**src/sv/tkfc_pkg.sv**
```systemverilog
// Types, constants and register codes shared by the thermostat fan controller.
package tkfc_pkg;

  localparam int TEMP_W     = 8;
  localparam int SP_W       = 7;
  localparam int DUTY_W     = 8;
  localparam int SPAN_W     = 8;
  localparam int GAIN_W     = 7;
  localparam int KEY_W      = 8;
  localparam int CFG_IDX_W  = 3;
  localparam int CFG_DATA_W = 8;
  localparam int DIGIT_W    = 4;

  localparam int MAX_DIGITS_DEF = 2;

  localparam logic [KEY_W-1:0]  KEY_ZERO   = 8'h30;
  localparam logic [KEY_W-1:0]  KEY_NINE   = 8'h39;
  localparam logic [KEY_W-1:0]  KEY_COMMIT = 8'h3D;
  localparam logic [DUTY_W-1:0] DUTY_CEILING = 8'd150;

  localparam logic [SP_W-1:0]   MIN_SP_RST   = 7'd15;
  localparam logic [SP_W-1:0]   MAX_SP_RST   = 7'd30;
  localparam logic [SP_W-1:0]   DEF_SP_RST   = 7'd25;
  localparam logic [GAIN_W-1:0] GAIN_RST     = 7'd10;
  localparam logic [SPAN_W-1:0] SPAN_RST     = 8'd10;
  localparam logic [SP_W-1:0]   FULL_DUTY_RST = 7'd100;

  typedef enum logic [CFG_IDX_W-1:0] {
    REG_MIN_SP    = 3'd0,
    REG_MAX_SP    = 3'd1,
    REG_DEF_SP    = 3'd2,
    REG_GAIN      = 3'd3,
    REG_SPAN      = 3'd4,
    REG_FULL_DUTY = 3'd5
  } reg_index_t;

  typedef enum logic [1:0] {
    ENTRY_NONE     = 2'd0,
    ENTRY_ACCEPTED = 2'd1,
    ENTRY_REJECTED = 2'd2
  } entry_status_t;

  typedef struct packed {
    logic [TEMP_W-1:0] temperature;
    logic              key_valid;
    logic [KEY_W-1:0]  key_code;
  } in_item_t;

  typedef struct packed {
    logic [DUTY_W-1:0] fan_duty;
    entry_status_t     entry_status;
    logic              show_measured;
    logic [SP_W-1:0]   active_setpoint;
  } out_item_t;

  // Fan law settings handed to the duty unit
  typedef struct packed {
    logic [GAIN_W-1:0] duty_per_degree;
    logic [SPAN_W-1:0] proportional_span;
    logic [SP_W-1:0]   full_duty;
  } fan_cfg_t;

endpackage

```
**src/sv/thermostat_keypad_fan_control.sv**
```systemverilog
// Thermostat with keypad setpoint entry and proportional fan drive.
// Pipeline: an accepted item passes the input register and then the result register,
// whose load raises out_valid for it.
// Throughput: one item per cycle; a stalled result holds both registers, and in_ready drops
// once the input register is occupied as well.
// Reset (rst, synchronous): clears both pipeline valids and the digit buffer,
// loads the register defaults, sets the setpoint to 25 and the display to measured.
module thermostat_keypad_fan_control import tkfc_pkg::*; #(
  parameter int MAX_DIGITS = MAX_DIGITS_DEF
) (
  input  logic                  clk,
  input  logic                  rst,
  input  logic                  cfg_we,
  input  logic [CFG_IDX_W-1:0]  cfg_index,
  input  logic [CFG_DATA_W-1:0] cfg_data,
  input  logic                  in_valid,
  output logic                  in_ready,
  input  in_item_t              in_item,
  output logic                  out_valid,
  input  logic                  out_ready,
  output out_item_t             out_item
);

  localparam int CNT_W = $clog2(MAX_DIGITS + 1);

  // Configuration registers
  logic [SP_W-1:0] min_setpoint;
  logic [SP_W-1:0] max_setpoint;
  logic [SP_W-1:0] default_setpoint;
  fan_cfg_t        fan_cfg;

  // Control state
  logic [DIGIT_W-1:0] entered_digits [MAX_DIGITS];
  logic [DIGIT_W-1:0] entered_digits_next [MAX_DIGITS];
  logic [CNT_W-1:0]   digits_held, digits_held_next;
  logic [SP_W-1:0]    setpoint, setpoint_next;
  logic               display_measured, display_measured_next;

  // Input register stage
  logic     stage_valid;
  in_item_t stage_item;
  logic     advance;

  // Per-item decode
  logic            is_digit, is_commit;
  logic [SP_W-1:0] entry_value;
  logic            entry_ok;
  entry_status_t   status;
  logic [DUTY_W-1:0] duty;

  // Result register moves when empty or being taken; input stage follows it.
  assign advance  = !out_valid || out_ready;
  assign in_ready = !stage_valid || advance;

  always_ff @(posedge clk) begin
    if (rst) begin
      min_setpoint              <= MIN_SP_RST;
      max_setpoint              <= MAX_SP_RST;
      default_setpoint          <= DEF_SP_RST;
      fan_cfg.duty_per_degree   <= GAIN_RST;
      fan_cfg.proportional_span <= SPAN_RST;
      fan_cfg.full_duty         <= FULL_DUTY_RST;
    end else if (cfg_we) begin
      unique case (reg_index_t'(cfg_index))
        REG_MIN_SP:    min_setpoint              <= cfg_data[SP_W-1:0];
        REG_MAX_SP:    max_setpoint              <= cfg_data[SP_W-1:0];
        REG_DEF_SP:    default_setpoint          <= cfg_data[SP_W-1:0];
        REG_GAIN:      fan_cfg.duty_per_degree   <= cfg_data[GAIN_W-1:0];
        REG_SPAN:      fan_cfg.proportional_span <= cfg_data[SPAN_W-1:0];
        REG_FULL_DUTY: fan_cfg.full_duty         <= cfg_data[SP_W-1:0];
        default: ;
      endcase
    end
  end

  // Input register
  always_ff @(posedge clk) begin
    if (rst) begin
      stage_valid <= 1'b0;
    end else if (in_ready) begin
      stage_valid <= in_valid;
    end
  end

  always_ff @(posedge clk) begin
    if (in_ready && in_valid) begin
      stage_item <= in_item;
    end
  end

  // Key decode: digits share their low nibble with the ASCII code
  assign is_digit  = stage_item.key_valid && (stage_item.key_code >= KEY_ZERO)
                     && (stage_item.key_code <= KEY_NINE);
  assign is_commit = stage_item.key_valid && (stage_item.key_code == KEY_COMMIT);

  // Held digits to a decimal value, most significant first (x10 as shift-add)
  always_comb begin
    entry_value = '0;
    for (int i = 0; i < MAX_DIGITS; i++) begin
      if (CNT_W'(i) < digits_held) begin
        entry_value = (entry_value << 3) + (entry_value << 1)
                      + SP_W'(entered_digits[i]);
      end
    end
  end

  // An empty entry never passes; inverted limits reject everything naturally
  assign entry_ok = (digits_held != '0) && (entry_value >= min_setpoint)
                    && (entry_value <= max_setpoint);

  always_comb begin
    entered_digits_next   = entered_digits;
    digits_held_next      = digits_held;
    setpoint_next         = setpoint;
    display_measured_next = display_measured;
    status                = ENTRY_NONE;
    if (is_digit) begin
      display_measured_next = 1'b0;
      // extra digits only switch the display
      if (digits_held < CNT_W'(MAX_DIGITS)) begin
        for (int i = 0; i < MAX_DIGITS; i++) begin
          if (digits_held == CNT_W'(i)) begin
            entered_digits_next[i] = stage_item.key_code[DIGIT_W-1:0];
          end
        end
        digits_held_next = digits_held + CNT_W'(1);
      end
    end else if (is_commit) begin
      if (entry_ok) begin
        setpoint_next         = entry_value;
        display_measured_next = 1'b1;
        status                = ENTRY_ACCEPTED;
      end else begin
        setpoint_next = default_setpoint;
        status        = ENTRY_REJECTED;
      end
      for (int i = 0; i < MAX_DIGITS; i++) begin
        entered_digits_next[i] = '0;
      end
      digits_held_next = '0;
    end
  end

  // Duty uses the setpoint in effect after this item
  tkfc_fan_rule u_fan_rule (
    .temperature (stage_item.temperature),
    .setpoint    (setpoint_next),
    .cfg         (fan_cfg),
    .duty        (duty)
  );

  // State commits when the item leaves the input stage
  always_ff @(posedge clk) begin
    if (rst) begin
      for (int i = 0; i < MAX_DIGITS; i++) begin
        entered_digits[i] <= '0;
      end
      digits_held      <= '0;
      setpoint         <= DEF_SP_RST;
      display_measured <= 1'b1;
    end else if (stage_valid && advance) begin
      entered_digits   <= entered_digits_next;
      digits_held      <= digits_held_next;
      setpoint         <= setpoint_next;
      display_measured <= display_measured_next;
    end
  end

  // Result register
  always_ff @(posedge clk) begin
    if (rst) begin
      out_valid <= 1'b0;
    end else if (advance) begin
      out_valid <= stage_valid;
    end
  end

  always_ff @(posedge clk) begin
    if (advance && stage_valid) begin
      out_item.fan_duty        <= duty;
      out_item.entry_status    <= status;
      out_item.show_measured   <= display_measured_next;
      out_item.active_setpoint <= setpoint_next;
    end
  end

endmodule

```
**src/sv/tkfc_fan_rule.sv**
```systemverilog
// Proportional fan duty from temperature and setpoint, saturated.
module tkfc_fan_rule import tkfc_pkg::*; (
  input  logic [TEMP_W-1:0] temperature,
  input  logic [SP_W-1:0]   setpoint,
  input  fan_cfg_t          cfg,
  output logic [DUTY_W-1:0] duty
);

  logic [TEMP_W-1:0]        diff;
  logic [GAIN_W+TEMP_W-1:0] prod;

  assign diff = temperature - TEMP_W'(setpoint);
  assign prod = (GAIN_W+TEMP_W)'(cfg.duty_per_degree) * (GAIN_W+TEMP_W)'(diff);

  always_comb begin
    if (temperature <= TEMP_W'(setpoint)) begin
      duty = '0;
    end else if (diff > cfg.proportional_span) begin
      duty = DUTY_W'(cfg.full_duty);
    end else if (prod > (GAIN_W+TEMP_W)'(DUTY_CEILING)) begin
      duty = DUTY_CEILING;
    end else begin
      duty = DUTY_W'(prod);
    end
  end

endmodule

```
**config.mk**
```make
export PLATFORM = sky130hd
export DESIGN_NAME = thermostat_keypad_fan_control
export DESIGN_NICKNAME = d
export VERILOG_FILES = /design/src/sv/tkfc_pkg.sv /design/src/sv/thermostat_keypad_fan_control.sv /design/src/sv/tkfc_fan_rule.sv
export SDC_FILE = /design/constraint.sdc
export NUM_CORES = 1
export LEC_CHECK = 0
export ABC_CLOCK_PERIOD_IN_PS = 9350
export BUFFER_PORTS_ARGS = -buffer_cell sky130_fd_sc_hd__buf_4
export CORE_MARGIN = 2
export CORE_UTILIZATION = 45
export CTS_BUF_LIST = sky130_fd_sc_hd__clkbuf_8
export CTS_CLUSTER_SIZE = 28
export DETAILED_ROUTE_END_ITERATION = 16
export HOLD_SLACK_MARGIN = 0.15
export PLACE_DENSITY = 0.73
export SYNTH_ARGS = -nofsm -noshare
export SYNTH_HDL_FRONTEND = slang
export SYNTH_SLANG_ARGS = --single-unit
```
**constraint.sdc**
```tcl
create_clock -name clk -period 9.35 [get_ports clk]
set_clock_uncertainty 0.05 [all_clocks]
set_input_delay 0.935 -clock clk [delete_from_list [all_inputs] [get_ports clk]]
set_output_delay 0.935 -clock clk [all_outputs]
set_load 0.02 [all_outputs]
```
-- Word-level counts from Yosys, hierarchy flattened
Cells that the tools add are included.
- add/subtract/negate cells: 4
- multipliers: 1
- order comparisons: 10
- equality and inequality tests: 10
- multiplexer cells: 19
- bitwise logic cells: 1
- reductions and logical operators: 26
- operators with widths (cell ; number):
    $mux 7 ; 5
    $mux 8 ; 4
    $gt 15x8->1 const B ; 1
    $mul 7x8->15 ; 1
    $mux 4 ; 3
    $reduce_and 2->1 ; 6
    $eq 8x6->1 const B ; 1
    $ge 8x6->1 const B ; 1
    $gt 8x8->1 ; 1
    $le 8x6->1 const B ; 1
    $le 8x7->1 ; 1
    $mux 2 ; 4
    $reduce_and 4->1 ; 2
    $sub 8x7->8 ; 1
    $add 7x4->7 ; 1
    $add 7x7->7 ; 1
    $ge 7x7->1 ; 1
    $le 7x7->1 ; 1
    $logic_and 1x1->1 ; 7
    $eq 3x2->1 const B ; 2
    $eq 3x3->1 const B ; 2
    $ne 2x1->1 const B ; 3
    $lt 1x2->1 const A ; 2
    $reduce_bool 2->1 ; 2
    other kinds (12) ; 17
- flip-flop bits (word level): 98

-- Longest topological paths before layout
- depth in word-level cells: 16
- mapped depth: 44
- depth with buffers taken out: 42

-- Cells and area by module
From an unflattened synthesis, not the netlist that was laid out.
- cells, all modules: 735
- area total of the unflattened synthesis: 6886.6 µm²
- by module, submodules not included (module ; times used ; cells an instance ; area an instance (µm²)):
    thermostat_keypad_fan_control ; 1 ; 407 ; 4229.1
    tkfc_fan_rule ; 1 ; 328 ; 2657.5

-- Least setup slack after synthesis
Ideal clock, no wire load.
- path type: flip-flop to flip-flop
- start: reg digits_held[1]
- end: reg out_item[11] in the netlist's numbering, data pin
- setup time: 259 ps
- arrival: 9519 ps
- path slack: -478 ps
- cell stages (with the launch flop): 41
- clock period less this slack: 9828 ps
- cells stage by stage: dfxtp_1 inv_1 ha_1 nand2b_1 xnor2_1 ha_1 fa_1 a21o_1 a21oi_1 xor2_1 nor2_1 ha_1 nand3_1 nor2_1 a21oi_1 a211o_1 buf_1 mux2_1 (+5 left out) o21ai_0 nor2b_1 xnor2_1 and2_1 fa_1 fa_1 fa_1 inv_1 fa_1 inv_1 ha_1 nor2_1 a221oi_2 o311ai_1 or4_4 nor4_4 nand3_2 o31a_1
- longest elaborated chain between the ends: 16
- elaborated cells on any way between the ends: 21
- those cells by class: 3 x add/sub; 1 x mul; 7 x order compare; 7 x mux; 3 x reduce/logical
- RTL lines (what ; RTL line ; source):
    start, declared ; thermostat_keypad_fan_control.sv:35 ; logic [CNT_W-1:0] digits_held, digits_held_next;
    start signal, assigned ; thermostat_keypad_fan_control.sv:163 ; digits_held <= digits_held_next;
    $lt 1x2->1 ; thermostat_keypad_fan_control.sv:100 ; if (CNT_W'(i) < digits_held) begin
    $mux 4 ; thermostat_keypad_fan_control.sv:100 ;
    $add 7x7->7 ; thermostat_keypad_fan_control.sv:101 ; entry_value = (entry_value << 3) + (entry_value << 1)
    $add 7x4->7 ; thermostat_keypad_fan_control.sv:102 ; + SP_W'(entered_digits[i]);
    $mux 7 ; thermostat_keypad_fan_control.sv:100 ;
    $ge 7x7->1 ; thermostat_keypad_fan_control.sv:108 ; assign entry_ok = (digits_held != '0) && (entry_value >= min_setpoint)
    $logic_and 1x1->1 ; thermostat_keypad_fan_control.sv:108 ;
    $logic_and 1x1->1 ; thermostat_keypad_fan_control.sv:109 ; && (entry_value <= max_setpoint);
    $mux 7 (*) ; thermostat_keypad_fan_control.sv:129 ; if (entry_ok) begin
    $mux 7 (*) ; thermostat_keypad_fan_control.sv:128 ; end else if (is_commit) begin
    $mux 7 (*) ; thermostat_keypad_fan_control.sv:117 ; if (is_digit) begin
    $sub 8x7->8 ; tkfc_fan_rule.sv:12 ; assign diff = temperature - TEMP_W'(setpoint);
    $mul 7x8->15 ; tkfc_fan_rule.sv:13 ; assign prod = (GAIN_W+TEMP_W)'(cfg.duty_per_degree) * (GAIN_W+TEMP_W)'(diff);
    $gt 15x8->1 ; tkfc_fan_rule.sv:20 ; end else if (prod > (GAIN_W+TEMP_W)'(DUTY_CEILING)) begin
    $mux 8 ; tkfc_fan_rule.sv:20 ;
    $mux 7 ; tkfc_fan_rule.sv:18 ; end else if (diff > cfg.proportional_span) begin
    end, declared ; thermostat_keypad_fan_control.sv:21 ; output out_item_t out_item
Every way passes the cells marked *; elsewhere a longest branch is shown, timed or not.
A chain may end at the register's enable or synchronous reset.

-- Final worst setup path
- start: reg digits_held[0]
- end: reg out_item[12] in the netlist's numbering, data pin
- longest elaborated chain between the ends: 16
- elaborated cells on any way between the ends: 21
- those cells by class: 3 x add/sub; 1 x mul; 7 x order compare; 7 x mux; 3 x reduce/logical
- RTL lines (what ; RTL line ; source):
    $lt 1x2->1 ; thermostat_keypad_fan_control.sv:100 ;
    $mux 4 ; thermostat_keypad_fan_control.sv:100 ;
    $add 7x7->7 ; thermostat_keypad_fan_control.sv:101 ;
    $add 7x4->7 ; thermostat_keypad_fan_control.sv:102 ;
    $mux 7 ; thermostat_keypad_fan_control.sv:100 ;
    $ge 7x7->1 ; thermostat_keypad_fan_control.sv:108 ;
    $logic_and 1x1->1 ; thermostat_keypad_fan_control.sv:108 ;
    $logic_and 1x1->1 ; thermostat_keypad_fan_control.sv:109 ;
    $mux 7 (*) ; thermostat_keypad_fan_control.sv:129 ;
    $mux 7 (*) ; thermostat_keypad_fan_control.sv:128 ;
    $mux 7 (*) ; thermostat_keypad_fan_control.sv:117 ;
    net setpoint_next[0] ; thermostat_keypad_fan_control.sv:36 ; logic [SP_W-1:0] setpoint, setpoint_next;
    $sub 8x7->8 ; tkfc_fan_rule.sv:12 ;
    $mul 7x8->15 ; tkfc_fan_rule.sv:13 ;
    $gt 15x8->1 ; tkfc_fan_rule.sv:20 ;
    $mux 8 ; tkfc_fan_rule.sv:20 ;
    $mux 7 ; tkfc_fan_rule.sv:18 ;
Mark *: on every way through the listed nets, which the timed path passes. The rest lies on a longest branch.

==> out/metrics.yaml <==
syn_avg_cell_area_um2: 9.52
multi_input_area_um2: 4650
portBuffers: 52
die_x_um: 127
clkPwrFrac_pct: 23.1
tns_ps: -382
p_seq_share_pct: 40.7
grt_max_degree: 46
cts_tree: "yes"
finalHoldViolCount: 0
syn_to_final_growth_pct: 21.5
viasPerCell: 5.38
dieArea_um2: 16200
met3_usage_pct: 3.39
end_kind: "flop"
vdd_drop_max_mv: 0.135
grt_pass1_vias: 5187
synth_area_um2: 6850
coreArea_um2: 15000
worstSkewPairLatency_ps: 390
holdWs_ps: 412
globalplace.congestion: 0.888
placed_cells: 967
drc_errors: 0
yosys_warnings: 0
arrival_ps: 9540
routed_wirelength_um: 15700
cap_violations: 0
power.leakage_nw: 3.67
pre_cts_ws_ps: -346
cp-start-kind: "flop"
finalSetupViolCount: 6
grt_use_met2_pct: 31.1
crit_family: "adder cells"
num-nets-final: 945
rr_endpoint: "out_item[12]$_SDFFCE_PP0P_"
ys_async_sr_fraction_pct: 0
synth_cell_types: 61
startpoint: "digits_held[0]$_SDFFE_PP0P_"
critPathMaxFanout: 6
rsz0062_at_grt: "yes"
ff2ff_setup_slack_ps: -100
critPathMaxStageDelay_ps: 550
instances_no_fill: 1003
worst_pin_slew_ps: 901
clock_path_buffers: 2
grt_first_pass_wirelength_um: 25100
start_util_pct: 45.6
fin_ws_ps: -103
powerDensity_nw_per_um2: 137
cp.required_ps: 9440
die_y_um: 127
synth-edff-count: 35
routedWlPerCell_um: 15.7
regArea_um2: 2310
nFillCells: 1267
critPathMostFrequentCell: "fa_1"
violations: "negative setup slack"
first_pass_iters: 5
p_comb_share_pct: 36.2
path_clk_slew_ps: 100
overflow: 0
antenna_found_initial: 0
root_buffer: "clkbuf_8"
reg2reg_from: "digits_held[0]$_SDFFE_PP0P_"
critical_path_depth: 39
hold_class: "reg2reg"
dr.first_iter.drc_count: 278
cp_slowest_cell: "fa_1"
finalCritPeriodShare_pct: 101
status: "finished with violations"
period_minus_slack_ps: 9450
relSlewSlack_pct: 39.8
synth-main-ff-cell: "dfxtp_1"
grt_usage_pct: 19.2
htree_levels: 3
fmax_ghz: 0.106
drive_above_1_share_pct: 24.3
rows: 45
path_class: "reg2reg"
p_int_mw: 0.747
critical_path_buf_inv_count: 5
synth_seq_area_share_pct: 33.7
dp_hpwl_um: 11600
utilization_pct: 55.4
io_pins: 53
synth-seq-cells: 98
synthCells: 720
crit_end: "out_item[12]$_SDFFCE_PP0P_"
slew_viol_final: 0
r2r_cells: 39
p_sw_share_pct: 34.7
met1_usage_pct: 26.5
cts_sinks: 98
vias: 5396
diodes: 0
synth_nets: 855
gr-max-usage-layer: "met2"
antenna_left: 0
switchingPower_mw: 0.397
cts_buffers: 9
[cell usage after synthesis (6+ instances only)]
master,n,area share (%)
a21o_1,11,1.2
a21oi_1,38,2.8
and2_1,46,4.2
clkbuf_1,14,0.77
dfxtp_1,63,18
edfxtp_1,35,15
fa_1,31,9.1
ha_1,71,13
inv_1,54,3.0
mux2_2,8,1.3
mux2i_1,38,5.5
nand2_1,89,4.9
nand2b_1,8,0.73
nand3_1,10,0.73
nand4_1,12,1.1
nor2_1,50,2.7
nor2b_1,20,1.8
nor3_1,8,0.58
o211ai_1,6,0.66
o21a_1,11,1.2
o21ai_0,14,1.0
o21ai_1,9,0.66
xnor2_1,10,1.3
xor2_1,6,0.77
[cell usage in the layout (no fill, tap or decap), drive strengths merged, types with 23 or more instances in the layout]
cell,instances
a21oi,39
and2,46
buf,97
dfxtp,63
edfxtp,35
fa,31
ha,71
inv,55
mux2i,39
nand2,89
nor2,50
o21ai,23
[final cells by class]
| class | count | area share (%) |
|---|---|---|
| Clock inverter | 7 | 0.781 |
| Inverter | 54 | 2.43 |
| Timing Repair Buffer | 97 | 8.84 |
| Sequential cell | 98 | 27.8 |
| Clock buffer | 9 | 1.49 |
| Multi-Input combinational cell | 550 | 55.8 |
| Tap cell | 188 | 2.83 |
[per-layer routing]
layer | vias to the layer above | wire length [µm] | share of wire, %
li1 | 2675 | - | -
met1 | 2574 | 7480 | 48
met2 | 123 | 7330 | 47
met3 | 24 | 626 | 4.0
met4 | 0 | 291 | 1.9
met5 | - | 0 | 0
[timing repair]
item	in CTS	in global routing
hold buffers	0	0
setup endpoints to repair	8	8
gates resized for setup	19	55
buffers inserted	9	11
pin swaps	16	53
[worst min-delay path by stage]
stage,to,cells past startpoint,slack (ps),startpoint
floorplan,default_setpoint[3]$_SDFFE_PP1P_,2,390,default_setpoint[3]$_SDFFE_PP1P_
global placement,fan_cfg[13]$_SDFFE_PP0P_,2,390,fan_cfg[13]$_SDFFE_PP0P_
detailed placement,fan_cfg[12]$_SDFFE_PP0P_,2,400,fan_cfg[12]$_SDFFE_PP0P_
CTS,fan_cfg[12]$_SDFFE_PP0P_,2,410,fan_cfg[12]$_SDFFE_PP0P_
global route,fan_cfg[9]$_SDFFE_PP0P_,2,440,fan_cfg[9]$_SDFFE_PP0P_
finish,fan_cfg[12]$_SDFFE_PP0P_,2,410,fan_cfg[12]$_SDFFE_PP0P_
[kinds of logic after synthesis]
group,count (synthesis),share of synthesized area (%)
AND/OR/NAND/NOR,264,19.4
AO/OA/AOI/OAI,118,11.2
adder cells (fa/ha/maj),102,22.0
flip-flops,98,33.7
buffers and inverters,72,4.11
multiplexers,50,7.56
XOR/XNOR,16,2.04
[state kept, by name, summed over array words and instances, names as in the netlist]
name	flops
default_setpoint	7
stage_valid	1
entered_digits	8
min_setpoint	7
max_setpoint	7
setpoint	7
out_valid	1
display_measured	1
stage_item	17
out_item	18
digits_held	2
fan_cfg	22
[metrics by stage]
step | total power [mW] | instance area (µm²)
after floorplan | 0.745 | 6930
after global placement | 0.834 | 7660
after detailed placement | 0.838 | 7660
after CTS | 1.11 | 7990
after global routing | 1.21 | 8330
final | 1.14 | 8330
[worst register-to-register path: cells and delay by family (launching register included)]
family	cells	cell delay (ps)
adders and majority gates	11	4040
xor gates and xnor gates	3	530
muxes	1	180
AOI/OAI and AO/OA	11	2080
DFF	1	350
buffers and inverters	5	330
and+or+nand+nor	8	1630
[power groups by stage]
stage               sequential (mW)  combinational (mW)  clock, mW
global placement              0.475               0.359          0
CTS                           0.466               0.376      0.269
detailed placement            0.475               0.363          0
global route                  0.468               0.457      0.284
floorplan                     0.479               0.266          0
finish                        0.466               0.414      0.264
Power figures use the tool's default switching activity.
